### config.mk
export PLATFORM = sky130hd
export DESIGN_NAME = fasta_gap_statistics_unit
export DESIGN_NICKNAME = d
export VERILOG_FILES = /design/src/fgs_pkg.sv /design/src/fgs_parser.sv /design/src/fgs_accum.sv /design/src/fasta_gap_statistics_unit.sv
export SDC_FILE = /design/constraint.sdc
export NUM_CORES = 2
export LEC_CHECK = 0
export ABC_AREA = 1
export BUFFER_PORTS_ARGS = -buffer_cell sky130_fd_sc_hd__buf_2
export CAP_MARGIN = 20
export CORE_MARGIN = 2
export CORE_UTILIZATION = 45
export DETAILED_ROUTE_END_ITERATION = 6
export SYNTH_ARGS = -nofsm -noshare
export SYNTH_HDL_FRONTEND = slang
export SYNTH_HIERARCHICAL = 1
export SYNTH_SLANG_ARGS = --single-unit
### constraint.sdc
create_clock -name clock -period 30.7 [get_ports clock]
set_input_delay 4.605 -clock clock [delete_from_list [all_inputs] [get_ports clock]]
set_output_delay 4.605 -clock clock [all_outputs]
set_load 0.02 [all_outputs]
### src/fgs_pkg.sv
`default_nettype none
// ----------------------------------------------------------------------------
// fgs_pkg
// Shared types and constants of the FASTA gap statistics unit.
// ----------------------------------------------------------------------------
package fgs_pkg;

   localparam int unsigned LEN_FIELD_BITS = 40;
   localparam int unsigned CNT_FIELD_BITS = 32;
   localparam int unsigned CSR_BITS       = 16;

   localparam logic [7:0] CHAR_N  = 8'h4E;
   localparam logic [7:0] CHAR_GT = 8'h3E;
   localparam logic [7:0] CHAR_NL = 8'h0A;

   localparam logic [CSR_BITS-1:0] MIN_GAP_RESET = 16'd1;

   typedef struct packed {
      logic [7:0] data_byte;
      logic       final_byte;
   } req_type;

   typedef struct packed {
      logic [CNT_FIELD_BITS-1:0] scaffold_count;
      logic [CNT_FIELD_BITS-1:0] gapless_scaffolds;
      logic [LEN_FIELD_BITS-1:0] longest_scaffold;
      logic [LEN_FIELD_BITS-1:0] shortest_scaffold;
      logic [LEN_FIELD_BITS-1:0] total_scaffold_length;
      logic [CNT_FIELD_BITS-1:0] gap_count;
      logic [LEN_FIELD_BITS-1:0] shortest_gap;
      logic [LEN_FIELD_BITS-1:0] longest_gap;
      logic [LEN_FIELD_BITS-1:0] total_gap_length;
      logic [CNT_FIELD_BITS-1:0] fewest_gaps;
      logic [CNT_FIELD_BITS-1:0] most_gaps;
      logic [CNT_FIELD_BITS-1:0] gaps_in_gapped;
   } rsp_type;

   // events handed from the parser to the accumulators
   typedef struct packed {
      logic valid;    // a byte was taken
      logic gap;      // a qualifying gap ended
      logic close_a;  // a scaffold closed
      logic close_b;  // an extra empty scaffold closed (title opened on the last byte)
      logic last;     // end of file: report and clear
   } evt_type;

endpackage
`default_nettype wire

### src/fgs_parser.sv
`default_nettype none
// ----------------------------------------------------------------------------
// fgs_parser
// Byte parser: tracks title and sequence lines, the open scaffold and the
// open N run, and registers gap and scaffold-close events.
// ----------------------------------------------------------------------------
module fgs_parser import fgs_pkg::*; #(
   parameter int unsigned LENGTH_BITS = 40,
   parameter int unsigned COUNT_BITS  = 32
) (
   input  wire logic                   clock,
   input  wire logic                   reset,
   input  wire logic                   accept,
   input  wire logic                   hold,
   input  wire req_type                req,
   input  wire logic [CSR_BITS-1:0]    min_gap_size,
   output evt_type                     evt,
   output logic [LENGTH_BITS-1:0]      gap_len,
   output logic [LENGTH_BITS-1:0]      scf_len,
   output logic [COUNT_BITS-1:0]       scf_gaps
);

   typedef enum logic [1:0] {
      MODE_PREAMBLE,
      MODE_TITLE,
      MODE_SEQ
   } mode_type;

   mode_type               mode_ff, mode_in;
   logic                   in_gap_ff, in_gap_in;
   logic [LENGTH_BITS-1:0] glen_ff, glen_in;
   logic [LENGTH_BITS-1:0] slen_ff, slen_in;
   logic [COUNT_BITS-1:0]  gthis_ff, gthis_in;

   evt_type                evt_ff, evt_in;
   logic [LENGTH_BITS-1:0] gap_len_ff, gap_len_in;
   logic [LENGTH_BITS-1:0] scf_len_ff, scf_len_in;
   logic [COUNT_BITS-1:0]  scf_gaps_ff, scf_gaps_in;

   logic [LENGTH_BITS-1:0] min_ext;
   logic [7:0]             b;

   function automatic logic [LENGTH_BITS-1:0] inc_len(input logic [LENGTH_BITS-1:0] v);
      return (&v) ? v : v + LENGTH_BITS'(1);
   endfunction

   function automatic logic [COUNT_BITS-1:0] inc_cnt(input logic [COUNT_BITS-1:0] v);
      return (&v) ? v : v + COUNT_BITS'(1);
   endfunction

   assign min_ext = LENGTH_BITS'(min_gap_size);
   assign b       = req.data_byte;

   always_comb begin
      mode_in     = mode_ff;
      in_gap_in   = in_gap_ff;
      glen_in     = glen_ff;
      slen_in     = slen_ff;
      gthis_in    = gthis_ff;
      evt_in      = '0;
      evt_in.valid = accept;
      evt_in.last  = req.final_byte;
      gap_len_in  = glen_ff;
      scf_len_in  = slen_ff;
      scf_gaps_in = gthis_ff;

      unique case (mode_ff)
         MODE_PREAMBLE: begin
            if (b == CHAR_GT) mode_in = MODE_TITLE;
         end
         MODE_TITLE: begin
            if (b == CHAR_NL) mode_in = MODE_SEQ;
         end
         MODE_SEQ: begin
            if (in_gap_ff && b != CHAR_N && b != CHAR_NL) begin
               evt_in.gap = glen_ff >= min_ext;
               gap_len_in = glen_ff;
               if (evt_in.gap) gthis_in = inc_cnt(gthis_ff);
               glen_in   = '0;
               in_gap_in = 1'b0;
            end
            if (b == CHAR_GT) begin
               evt_in.close_a = 1'b1;
               scf_len_in     = slen_ff;
               scf_gaps_in    = gthis_in;
               mode_in        = MODE_TITLE;
               slen_in        = '0;
               gthis_in       = '0;
            end else if (b == CHAR_N) begin
               in_gap_in = 1'b1;
               glen_in   = inc_len(glen_ff);
               slen_in   = inc_len(slen_ff);
            end else if (b != CHAR_NL) begin
               slen_in = inc_len(slen_ff);
            end
         end
         default: mode_in = MODE_PREAMBLE;
      endcase

      if (req.final_byte) begin
         if (in_gap_in) begin
            evt_in.gap = glen_in >= min_ext;
            gap_len_in = glen_in;
            if (evt_in.gap) gthis_in = inc_cnt(gthis_in);
         end
         if (mode_in != MODE_PREAMBLE) begin
            if (evt_in.close_a) begin
               evt_in.close_b = 1'b1;
            end else begin
               evt_in.close_a = 1'b1;
               scf_len_in     = slen_in;
               scf_gaps_in    = gthis_in;
            end
         end
         mode_in   = MODE_PREAMBLE;
         in_gap_in = 1'b0;
         glen_in   = '0;
         slen_in   = '0;
         gthis_in  = '0;
      end
   end

   always_ff @(posedge clock) begin
      if (reset) begin
         mode_ff   <= MODE_PREAMBLE;
         in_gap_ff <= 1'b0;
         glen_ff   <= '0;
         slen_ff   <= '0;
         gthis_ff  <= '0;
         evt_ff    <= '0;
      end else if (!hold) begin
         evt_ff      <= evt_in;
         gap_len_ff  <= gap_len_in;
         scf_len_ff  <= scf_len_in;
         scf_gaps_ff <= scf_gaps_in;
         if (accept) begin
            mode_ff   <= mode_in;
            in_gap_ff <= in_gap_in;
            glen_ff   <= glen_in;
            slen_ff   <= slen_in;
            gthis_ff  <= gthis_in;
         end
      end
   end

   assign evt      = evt_ff;
   assign gap_len  = gap_len_ff;
   assign scf_len  = scf_len_ff;
   assign scf_gaps = scf_gaps_ff;

endmodule
`default_nettype wire

### src/fgs_accum.sv
`default_nettype none
// ----------------------------------------------------------------------------
// fgs_accum
// Statistics accumulators: counts, minima, maxima and saturating totals of
// gaps and scaffolds. Presents the updated totals and clears on end of file.
// ----------------------------------------------------------------------------
module fgs_accum import fgs_pkg::*; #(
   parameter int unsigned LENGTH_BITS = 40,
   parameter int unsigned COUNT_BITS  = 32
) (
   input  wire logic                   clock,
   input  wire logic                   reset,
   input  wire logic                   hold,
   input  wire evt_type                evt,
   input  wire logic [LENGTH_BITS-1:0] gap_len,
   input  wire logic [LENGTH_BITS-1:0] scf_len,
   input  wire logic [COUNT_BITS-1:0]  scf_gaps,
   output rsp_type                     totals
);

   logic [COUNT_BITS-1:0]  scf_cnt_ff, scf_cnt_in, scf_cnt_up;
   logic [COUNT_BITS-1:0]  gapless_ff, gapless_in, gapless_up;
   logic [LENGTH_BITS-1:0] max_scf_ff, max_scf_in, max_scf_up;
   logic [LENGTH_BITS-1:0] min_scf_ff, min_scf_in, min_scf_up;
   logic                   min_scf_ok_ff, min_scf_ok_in, min_scf_ok_up;
   logic [LENGTH_BITS-1:0] sum_scf_ff, sum_scf_in, sum_scf_up;
   logic [COUNT_BITS-1:0]  gap_cnt_ff, gap_cnt_in, gap_cnt_up;
   logic [LENGTH_BITS-1:0] min_gap_ff, min_gap_in, min_gap_up;
   logic                   min_gap_ok_ff, min_gap_ok_in, min_gap_ok_up;
   logic [LENGTH_BITS-1:0] max_gap_ff, max_gap_in, max_gap_up;
   logic [LENGTH_BITS-1:0] sum_gap_ff, sum_gap_in, sum_gap_up;
   logic [COUNT_BITS-1:0]  min_per_ff, min_per_in, min_per_up;
   logic                   min_per_ok_ff, min_per_ok_in, min_per_ok_up;
   logic [COUNT_BITS-1:0]  max_per_ff, max_per_in, max_per_up;
   logic [COUNT_BITS-1:0]  sum_per_ff, sum_per_in, sum_per_up;

   logic                   gapped;
   logic [1:0]             scf_step;
   logic [1:0]             gapless_step;
   logic                   take;

   function automatic logic [LENGTH_BITS-1:0] add_len(input logic [LENGTH_BITS-1:0] a,
                                                      input logic [LENGTH_BITS-1:0] c);
      logic [LENGTH_BITS:0] s;
      s = {1'b0, a} + {1'b0, c};
      return s[LENGTH_BITS] ? '1 : s[LENGTH_BITS-1:0];
   endfunction

   function automatic logic [COUNT_BITS-1:0] add_cnt(input logic [COUNT_BITS-1:0] a,
                                                      input logic [COUNT_BITS-1:0] c);
      logic [COUNT_BITS:0] s;
      s = {1'b0, a} + {1'b0, c};
      return s[COUNT_BITS] ? '1 : s[COUNT_BITS-1:0];
   endfunction

   assign take   = evt.valid && !hold;
   assign gapped = scf_gaps != '0;
   assign scf_step     = {1'b0, evt.close_a} + {1'b0, evt.close_b};
   assign gapless_step = {1'b0, evt.close_a && !gapped} + {1'b0, evt.close_b};

   always_comb begin
      scf_cnt_up    = add_cnt(scf_cnt_ff, COUNT_BITS'(scf_step));
      gapless_up    = add_cnt(gapless_ff, COUNT_BITS'(gapless_step));
      max_scf_up    = max_scf_ff;
      min_scf_up    = min_scf_ff;
      min_scf_ok_up = min_scf_ok_ff;
      sum_scf_up    = sum_scf_ff;
      min_per_up    = min_per_ff;
      min_per_ok_up = min_per_ok_ff;
      max_per_up    = max_per_ff;
      sum_per_up    = sum_per_ff;
      if (evt.close_a) begin
         if (!min_scf_ok_ff || scf_len < min_scf_ff) begin
            min_scf_up    = scf_len;
            min_scf_ok_up = 1'b1;
         end
         if (scf_len > max_scf_ff) max_scf_up = scf_len;
         sum_scf_up = add_len(sum_scf_ff, scf_len);
         if (gapped) begin
            if (!min_per_ok_ff || scf_gaps < min_per_ff) begin
               min_per_up    = scf_gaps;
               min_per_ok_up = 1'b1;
            end
            if (scf_gaps > max_per_ff) max_per_up = scf_gaps;
            sum_per_up = add_cnt(sum_per_ff, scf_gaps);
         end
      end
      if (evt.close_b) begin
         min_scf_up    = '0;
         min_scf_ok_up = 1'b1;
      end

      gap_cnt_up    = gap_cnt_ff;
      min_gap_up    = min_gap_ff;
      min_gap_ok_up = min_gap_ok_ff;
      max_gap_up    = max_gap_ff;
      sum_gap_up    = sum_gap_ff;
      if (evt.gap) begin
         gap_cnt_up = (&gap_cnt_ff) ? gap_cnt_ff : gap_cnt_ff + COUNT_BITS'(1);
         if (!min_gap_ok_ff || gap_len < min_gap_ff) begin
            min_gap_up    = gap_len;
            min_gap_ok_up = 1'b1;
         end
         if (gap_len > max_gap_ff) max_gap_up = gap_len;
         sum_gap_up = add_len(sum_gap_ff, gap_len);
      end
   end

   always_comb begin
      if (evt.last) begin
         scf_cnt_in    = '0;
         gapless_in    = '0;
         max_scf_in    = '0;
         min_scf_in    = '0;
         min_scf_ok_in = 1'b0;
         sum_scf_in    = '0;
         gap_cnt_in    = '0;
         min_gap_in    = '0;
         min_gap_ok_in = 1'b0;
         max_gap_in    = '0;
         sum_gap_in    = '0;
         min_per_in    = '0;
         min_per_ok_in = 1'b0;
         max_per_in    = '0;
         sum_per_in    = '0;
      end else begin
         scf_cnt_in    = scf_cnt_up;
         gapless_in    = gapless_up;
         max_scf_in    = max_scf_up;
         min_scf_in    = min_scf_up;
         min_scf_ok_in = min_scf_ok_up;
         sum_scf_in    = sum_scf_up;
         gap_cnt_in    = gap_cnt_up;
         min_gap_in    = min_gap_up;
         min_gap_ok_in = min_gap_ok_up;
         max_gap_in    = max_gap_up;
         sum_gap_in    = sum_gap_up;
         min_per_in    = min_per_up;
         min_per_ok_in = min_per_ok_up;
         max_per_in    = max_per_up;
         sum_per_in    = sum_per_up;
      end
   end

   always_ff @(posedge clock) begin
      if (reset) begin
         scf_cnt_ff    <= '0;
         gapless_ff    <= '0;
         max_scf_ff    <= '0;
         min_scf_ff    <= '0;
         min_scf_ok_ff <= 1'b0;
         sum_scf_ff    <= '0;
         gap_cnt_ff    <= '0;
         min_gap_ff    <= '0;
         min_gap_ok_ff <= 1'b0;
         max_gap_ff    <= '0;
         sum_gap_ff    <= '0;
         min_per_ff    <= '0;
         min_per_ok_ff <= 1'b0;
         max_per_ff    <= '0;
         sum_per_ff    <= '0;
      end else if (take) begin
         scf_cnt_ff    <= scf_cnt_in;
         gapless_ff    <= gapless_in;
         max_scf_ff    <= max_scf_in;
         min_scf_ff    <= min_scf_in;
         min_scf_ok_ff <= min_scf_ok_in;
         sum_scf_ff    <= sum_scf_in;
         gap_cnt_ff    <= gap_cnt_in;
         min_gap_ff    <= min_gap_in;
         min_gap_ok_ff <= min_gap_ok_in;
         max_gap_ff    <= max_gap_in;
         sum_gap_ff    <= sum_gap_in;
         min_per_ff    <= min_per_in;
         min_per_ok_ff <= min_per_ok_in;
         max_per_ff    <= max_per_in;
         sum_per_ff    <= sum_per_in;
      end
   end

   always_comb begin
      totals.scaffold_count        = CNT_FIELD_BITS'(scf_cnt_up);
      totals.gapless_scaffolds     = CNT_FIELD_BITS'(gapless_up);
      totals.longest_scaffold      = LEN_FIELD_BITS'(max_scf_up);
      totals.shortest_scaffold     = min_scf_ok_up ? LEN_FIELD_BITS'(min_scf_up) : '0;
      totals.total_scaffold_length = LEN_FIELD_BITS'(sum_scf_up);
      totals.gap_count             = CNT_FIELD_BITS'(gap_cnt_up);
      totals.shortest_gap          = min_gap_ok_up ? LEN_FIELD_BITS'(min_gap_up) : '0;
      totals.longest_gap           = LEN_FIELD_BITS'(max_gap_up);
      totals.total_gap_length      = LEN_FIELD_BITS'(sum_gap_up);
      totals.fewest_gaps           = min_per_ok_up ? CNT_FIELD_BITS'(min_per_up) : '0;
      totals.most_gaps             = CNT_FIELD_BITS'(max_per_up);
      totals.gaps_in_gapped        = CNT_FIELD_BITS'(sum_per_up);
   end

endmodule
`default_nettype wire

### src/fasta_gap_statistics_unit.sv
`default_nettype none
// ----------------------------------------------------------------------------
// fasta_gap_statistics_unit
// Scaffold and gap statistics over a FASTA file streamed one byte per
// transaction; one result transaction follows each byte marked final.
// ----------------------------------------------------------------------------
//   channel  direction  handshake              payload
//   req      in         req_valid / req_stall  req_type: data_byte, final_byte
//   rsp      out        rsp_valid / rsp_stall  rsp_type: twelve totals
//   csr      in         csr_write_enable       csr_write_data: min_gap_size
//
// One byte per cycle unless stalled. Results pass evt_ff, then rsp_payload_ff.
// Reset clears all statistics and sets min_gap_size to 1.
// req_stall rises only when a final byte is ready to report while an earlier
// result is still held and stalled.
// ----------------------------------------------------------------------------
module fasta_gap_statistics_unit import fgs_pkg::*; #(
   parameter int unsigned LENGTH_BITS = 40,
   parameter int unsigned COUNT_BITS  = 32
) (
   input  wire logic                clock,
   input  wire logic                reset,
   input  wire logic                req_valid,
   output logic                     req_stall,
   input  wire req_type             req_payload,
   output logic                     rsp_valid,
   input  wire logic                rsp_stall,
   output rsp_type                  rsp_payload,
   input  wire logic                csr_write_enable,
   input  wire logic [CSR_BITS-1:0] csr_write_data
);

   logic [CSR_BITS-1:0]    min_gap_ff;
   logic                   accept;
   logic                   blocked;
   logic                   fire;
   evt_type                evt;
   logic [LENGTH_BITS-1:0] gap_len;
   logic [LENGTH_BITS-1:0] scf_len;
   logic [COUNT_BITS-1:0]  scf_gaps;
   rsp_type                totals;
   logic                   rsp_valid_ff;
   rsp_type                rsp_payload_ff;

   assign blocked   = evt.valid && evt.last && rsp_valid_ff && rsp_stall;
   assign req_stall = blocked;
   assign accept    = req_valid && !blocked;
   assign fire      = evt.valid && evt.last && !blocked;

   always_ff @(posedge clock) begin
      if (reset) begin
         min_gap_ff <= MIN_GAP_RESET;
      end else if (csr_write_enable) begin
         min_gap_ff <= csr_write_data;
      end
   end

   fgs_parser #(
      .LENGTH_BITS(LENGTH_BITS),
      .COUNT_BITS (COUNT_BITS)
   ) u_parser (
      .clock       (clock),
      .reset       (reset),
      .accept      (accept),
      .hold        (blocked),
      .req         (req_payload),
      .min_gap_size(min_gap_ff),
      .evt         (evt),
      .gap_len     (gap_len),
      .scf_len     (scf_len),
      .scf_gaps    (scf_gaps)
   );

   fgs_accum #(
      .LENGTH_BITS(LENGTH_BITS),
      .COUNT_BITS (COUNT_BITS)
   ) u_accum (
      .clock   (clock),
      .reset   (reset),
      .hold    (blocked),
      .evt     (evt),
      .gap_len (gap_len),
      .scf_len (scf_len),
      .scf_gaps(scf_gaps),
      .totals  (totals)
   );

   always_ff @(posedge clock) begin
      if (reset) begin
         rsp_valid_ff <= 1'b0;
      end else if (fire) begin
         rsp_valid_ff <= 1'b1;
      end else if (!rsp_stall) begin
         rsp_valid_ff <= 1'b0;
      end
      if (fire) begin
         rsp_payload_ff <= totals;
      end
   end

   assign rsp_valid   = rsp_valid_ff;
   assign rsp_payload = rsp_payload_ff;

endmodule
`default_nettype wire

# Yosys cells after proc, flatten, opt, wreduce, memory -nomap -nowiden
# Cells that the tools add are included.
classes:
  n_div: 0
  addsub: 12
  eq_ne: 8
  bitwise_logic: 2
  magnitude_cmp: 8
  n_shift: 0
  multipliers: 0
  n_reduce_logical: 28
  muxes: 98
op_table:
  columns: ["cell", "count"]
  rows:
  - ["40-bit 2-to-1 mux", 36]
  - ["32-bit 2-to-1 mux", 33]
  - ["32-bit by 1-bit adder with 32-bit output (second input constant)", 3]
  - ["32-bit AND reduction", 3]
  - ["40-bit by 40-bit adder with 41-bit output", 2]
  - ["40-bit by 1-bit adder with 40-bit output (second input constant)", 2]
  - ["40-bit by 16-bit greater-or-equal comparator with 1-bit output", 2]
  - ["40-bit greater-than comparator", 2]
  - ["40-bit less-than comparator", 2]
  - ["40-bit AND reduction", 2]
  - ["32-bit by 2-bit adder with 33-bit output", 2]
  - ["32-bit by 32-bit adder with 33-bit output", 1]
  - ["32-bit greater-than comparator", 1]
  - ["32-bit less-than comparator", 1]
  - ["32-bit nonzero test", 1]
  - ["1-bit 2-to-1 mux", 22]
  - ["2-bit 2-to-1 mux", 5]
  - ["1-bit logical AND", 9]
  - ["8-bit by 4-bit equality test with 1-bit output (second input constant)", 1]
  - ["8-bit by 6-bit equality test with 1-bit output (second input constant)", 1]
  - ["8-bit by 7-bit equality test with 1-bit output (second input constant)", 1]
  - ["8-bit by 4-bit inequality test with 1-bit output (second input constant)", 1]
  - ["8-bit by 7-bit inequality test with 1-bit output (second input constant)", 1]
  - ["1-bit zero test", 5]
  - ["12 further kinds", 17]
totals:
  mem_bits_ro: 0
  n_memories: 0
  reg_bits: 1116
  latch_bits: 0
  ram_bits: 0

# Logic depth before layout (Yosys ltp)
depth:
  word_depth: 13
  depth_mapped: 33

# Hierarchy
# Netlist, hierarchy kept.
by_module_without_submodules:
  columns: ["module", "cells_per_inst", "n_inst", "seq_area_each_um2", "area_each_um2"]
  rows:
  - ["fgs_accum", 6167, 1, 8708.4, 37866.3]
  - ["fgs_parser", 2731, 1, 5765.5, 17321.6]
  - ["fasta_gap_statistics_unit", 540, 1, 13312.8, 13680.6]

# Worst setup path after synthesis
# No wires, ideal clock.
synth_timing:
  path_type: "in2reg"
  startpoint: "input port rsp_stall"
  endpoint: "register rsp_payload_ff (netlist bit rsp_payload[0]) (enable)"
  required_time_ps: 29461
  cell_stages: 3
  arrival_ps: 22771
  path_slack_ps: 6690
  setup_time_ps: 1239
  n_path_buf: 0
  path_cell_list: "nand2_1 -> nor2_1 -> nor2_1"
synth_between:
  elab_chain_cells: 3
synth_rtl:
  columns: ["element", "line_no", "source"]
  rows:
  - ["start, declared", "fasta_gap_statistics_unit.sv:27", "input wire logic rsp_stall,"]
  - ["1-bit logical AND", "fasta_gap_statistics_unit.sv:45", "assign blocked = evt.valid && evt.last && rsp_valid_ff && rsp_stall;"]
  - ["named net req_stall", "fasta_gap_statistics_unit.sv:24", "output logic req_stall,"]
  - ["1-bit zero test", null, null]
  - ["1-bit logical AND", "fasta_gap_statistics_unit.sv:48", "assign fire = evt.valid && evt.last && !blocked;"]
  - ["named net fire", "fasta_gap_statistics_unit.sv:36", "logic fire;"]
  - ["end signal, assigned", "fasta_gap_statistics_unit.sv:97", "rsp_payload_ff <= totals;"]
  - ["end, declared", "fasta_gap_statistics_unit.sv:43", "rsp_type rsp_payload_ff;"]
# The timed path passes the listed nets, and every way through them passes these cells.
# A chain may end at the register's enable or synchronous reset.

# Final worst setup path
layout_timing:
  startpoint: "input port rsp_stall"
  endpoint: "output port req_stall"
layout_between:
  elab_chain_cells: 1
layout_rtl:
  columns: ["element", "line_no"]
  rows:
  - ["1-bit logical AND", "fasta_gap_statistics_unit.sv:45"]
  - ["end, declared", "fasta_gap_statistics_unit.sv:24"]
# No other way between the ends.

==> metrics.yaml <==
worst_ep_arrival_time_ns: 5.53
cts-root-buf: "clkbuf_16"
critPathKind: "in -> out"
postSynthNetCount: 9845
dr_total_vias: 65600
fin_skew_ns: 0.0329
placementRows: 143
synth_cells: 9438
pwr_density_cell_nw_per_um2: 43.9
timing.max_cap.violations: 0
multi_input_area_um2: 35700
area_growth_pct: 12.2
ys_warn_count: 6
ant_nets: 0
rsz0062_at_grt: "no"
postCtsResizedCells: 0
port_buffers: 463
period_minus_slack_ns: 10.14
tightest_slew_ns: 1.09
setup_slack_ns: 20.56
start_util_pct: 45.3
post-place-ws_ns: 20.19
finalCritPeriodShare_pct: 33.0
synth_edf_count: 544
die_w_um: 395
nFillCells: 15000
p_leak_nw: 31.0
fin_area_um2: 77200
hp-class: "reg -> reg"
synth_area_um2: 68900
gp_congestion: 0.966
clkTransAtPathRegs_ns: 0.06
ys_seq_area_share_pct: 40.3
hold_buffers: 0
grt_pass1_vias: 60200
finalSetupTns_ns: 0
yosysTopAreaCellShare_pct: 23.7
drc: 0
grtUsageTotal_pct: 29.0
grt_start_max_net_pins: 194
synth_cell_type_count: 66
stdcell_count: 11800
ir_drop_mv: 0.0553
numCtsBuffers: 132
hold_viol_final: 0
fmax_ghz: 0.0987
setup_viol: 0
post_cts_buffers: 0
drv_slew: 0
dr.pass1.iters: 6
outcome: "complete, no violations"
ys_async_sr_fraction_pct: 0
wl_per_cell_um: 19.7
hpwl_um: 170000
syn_area_per_cell_um2: 7.30
yosys.area.top_type: "edfxtp_1"
fp.coreArea_um2: 152000
pin_count: 464
cts_tree: "built"
layout.nets: 10100
postPlaceCellArea_um2: 72600
synth_flop_cell: "dfxtp_1"
wirelength_um: 233000
register_area_um2: 27800
vias_per_cell: 5.54
insertion_delay_ns: 0.80
drive_gt1_share_pct: 10.0
clockBufferDepth: 3
die_y_um: 395
antenna_found_initial: 5
slew_headroom_pct: 27.0
synth-seq-cells: 1116
fp.dieArea_um2: 156000
yosys-top-cells-count: "2664 x nand2_1, 960 x inv_1, 925 x nand3_1"
htree_num_levels: 4
synth.most_common_cell: "nand2_1"
place_inst: 11600
worstSetupEndpointType: "output pin"
grt_overflow: 0
cts.sinks: 1116
grt_pass1_wl_um: 356000
worst-path-max-fanout: 9
dr.first_iter.drc_count: 6164
synth_area_leaders: "edfxtp_1 24%, dfxtp_1 17%, nand2_1 15%, ha_1 6.8%, nand3_1 6.7%"
required_ns: 26.10
worstSetupStartpointType: "input port"
[layout make-up]
type,count,area share [%]
Multi-Input combinational cell,6925,46.2
Sequential cell,1116,36.0
Inverter,994,4.84
Clock buffer,170,4.67
Timing Repair Buffer,529,3.79
Tap cell,2030,3.29
Clock inverter,74,1.24
Antenna cell,3,0.00972
[placed cells by master (no fill, tap or decap), drive strengths merged, types with 7 or more instances in the layout]
cell type,instances
a21oi,892
edfxtp,544
nor3,117
ha,372
clkinv,50
nand2,2715
nor2,759
dfxtp,572
and2,131
o21a,67
nand3,956
nor4,35
a211oi,8
o21ai,336
nand3b,31
a21boi,9
a22o,8
nand4,147
buf,529
bufinv,16
a21o,11
o22ai,7
a31oi,26
o211ai,82
inv,996
o21bai,12
or2,46
xnor2,67
clkbuf,170
xor2,65
[state kept, by name, indices dropped and copies added (netlist names), 40 cells and up]
name and flops:
rsp_payload 432, u_accum/max_gap_ff 40, u_accum/max_scf_ff 40, u_accum/min_gap_ff 40, u_accum/min_scf_ff 40, u_accum/sum_gap_ff 40, u_accum/sum_scf_ff 40, u_parser/gap_len 40
u_parser/glen_ff 40, u_parser/scf_len 40, u_parser/slen_ff 40
[where the power goes]
group	internal, mW	leakage, nW	switching, mW
Sequential	1.57	9.80	0.0205
Clock	0.977	2.21	0.673
Combinational	0.0380	19.0	0.116
Total	2.58	31.0	0.809
[cell families after synthesis]
| kind of cell | after synthesis | share of synthesized area [%] |
|---|---|---|
| simple gates | 4945 | 31.5 |
| compound gates | 1471 | 11.6 |
| buf+inv | 1397 | 7.99 |
| flops | 1116 | 40.3 |
| fa+ha+maj | 377 | 6.90 |
| xor+xnor | 132 | 1.68 |
[per-stage QoR]
| step | hold slack [ns] | power (mW) | util, % |
|---|---|---|---|
| finish | 0.463 | 3.39 | 50.9 |
| global route | 0.476 | 3.50 | 50.8 |
| CTS | 0.465 | 3.43 | 50.8 |
| detailed placement | 0.455 | 1.77 | 47.8 |
| global placement | 0.451 | 1.77 | 47.8 |
| floorplan | 0.445 | 1.72 | - |
[routing by layer]
layer	routed length (um)	share of wire [%]	up-vias	GRT usage [%]
met3	16400	7.0	363	3.80
met2	102000	44	2404	44.4
met1	108000	46	30900	42.4
li1	-	-	31900	-
met4	6610	2.8	2	8.81
met5	13	0.0056	-	0
[final timing paths]
kind                                                     startpoint                                  end  slack, ns  depth (start not counted)
worst max-delay path                                      rsp_stall                            req_stall      20.56                          5
worst max register to register     u_parser/glen_ff[1]$_SDFFE_PP0P_      u_parser/scf_gaps[21]$_DFFE_PP_      25.05                         32
worst min-delay path            u_accum/min_gap_ff[32]$_SDFFE_PP0P_  u_accum/min_gap_ff[32]$_SDFFE_PP0P_       0.46                          2
worst min register to register  u_accum/min_gap_ff[32]$_SDFFE_PP0P_  u_accum/min_gap_ff[32]$_SDFFE_PP0P_       0.46                          2
[worst max-delay path, stage by stage]
cell and delay, ns:
buf_2 0.08, nand2_1 0.18, nor2_2 0.15, buf_4 0.24, buf_2 0.26
No activity file was read; power rests on OpenSTA's default activity.
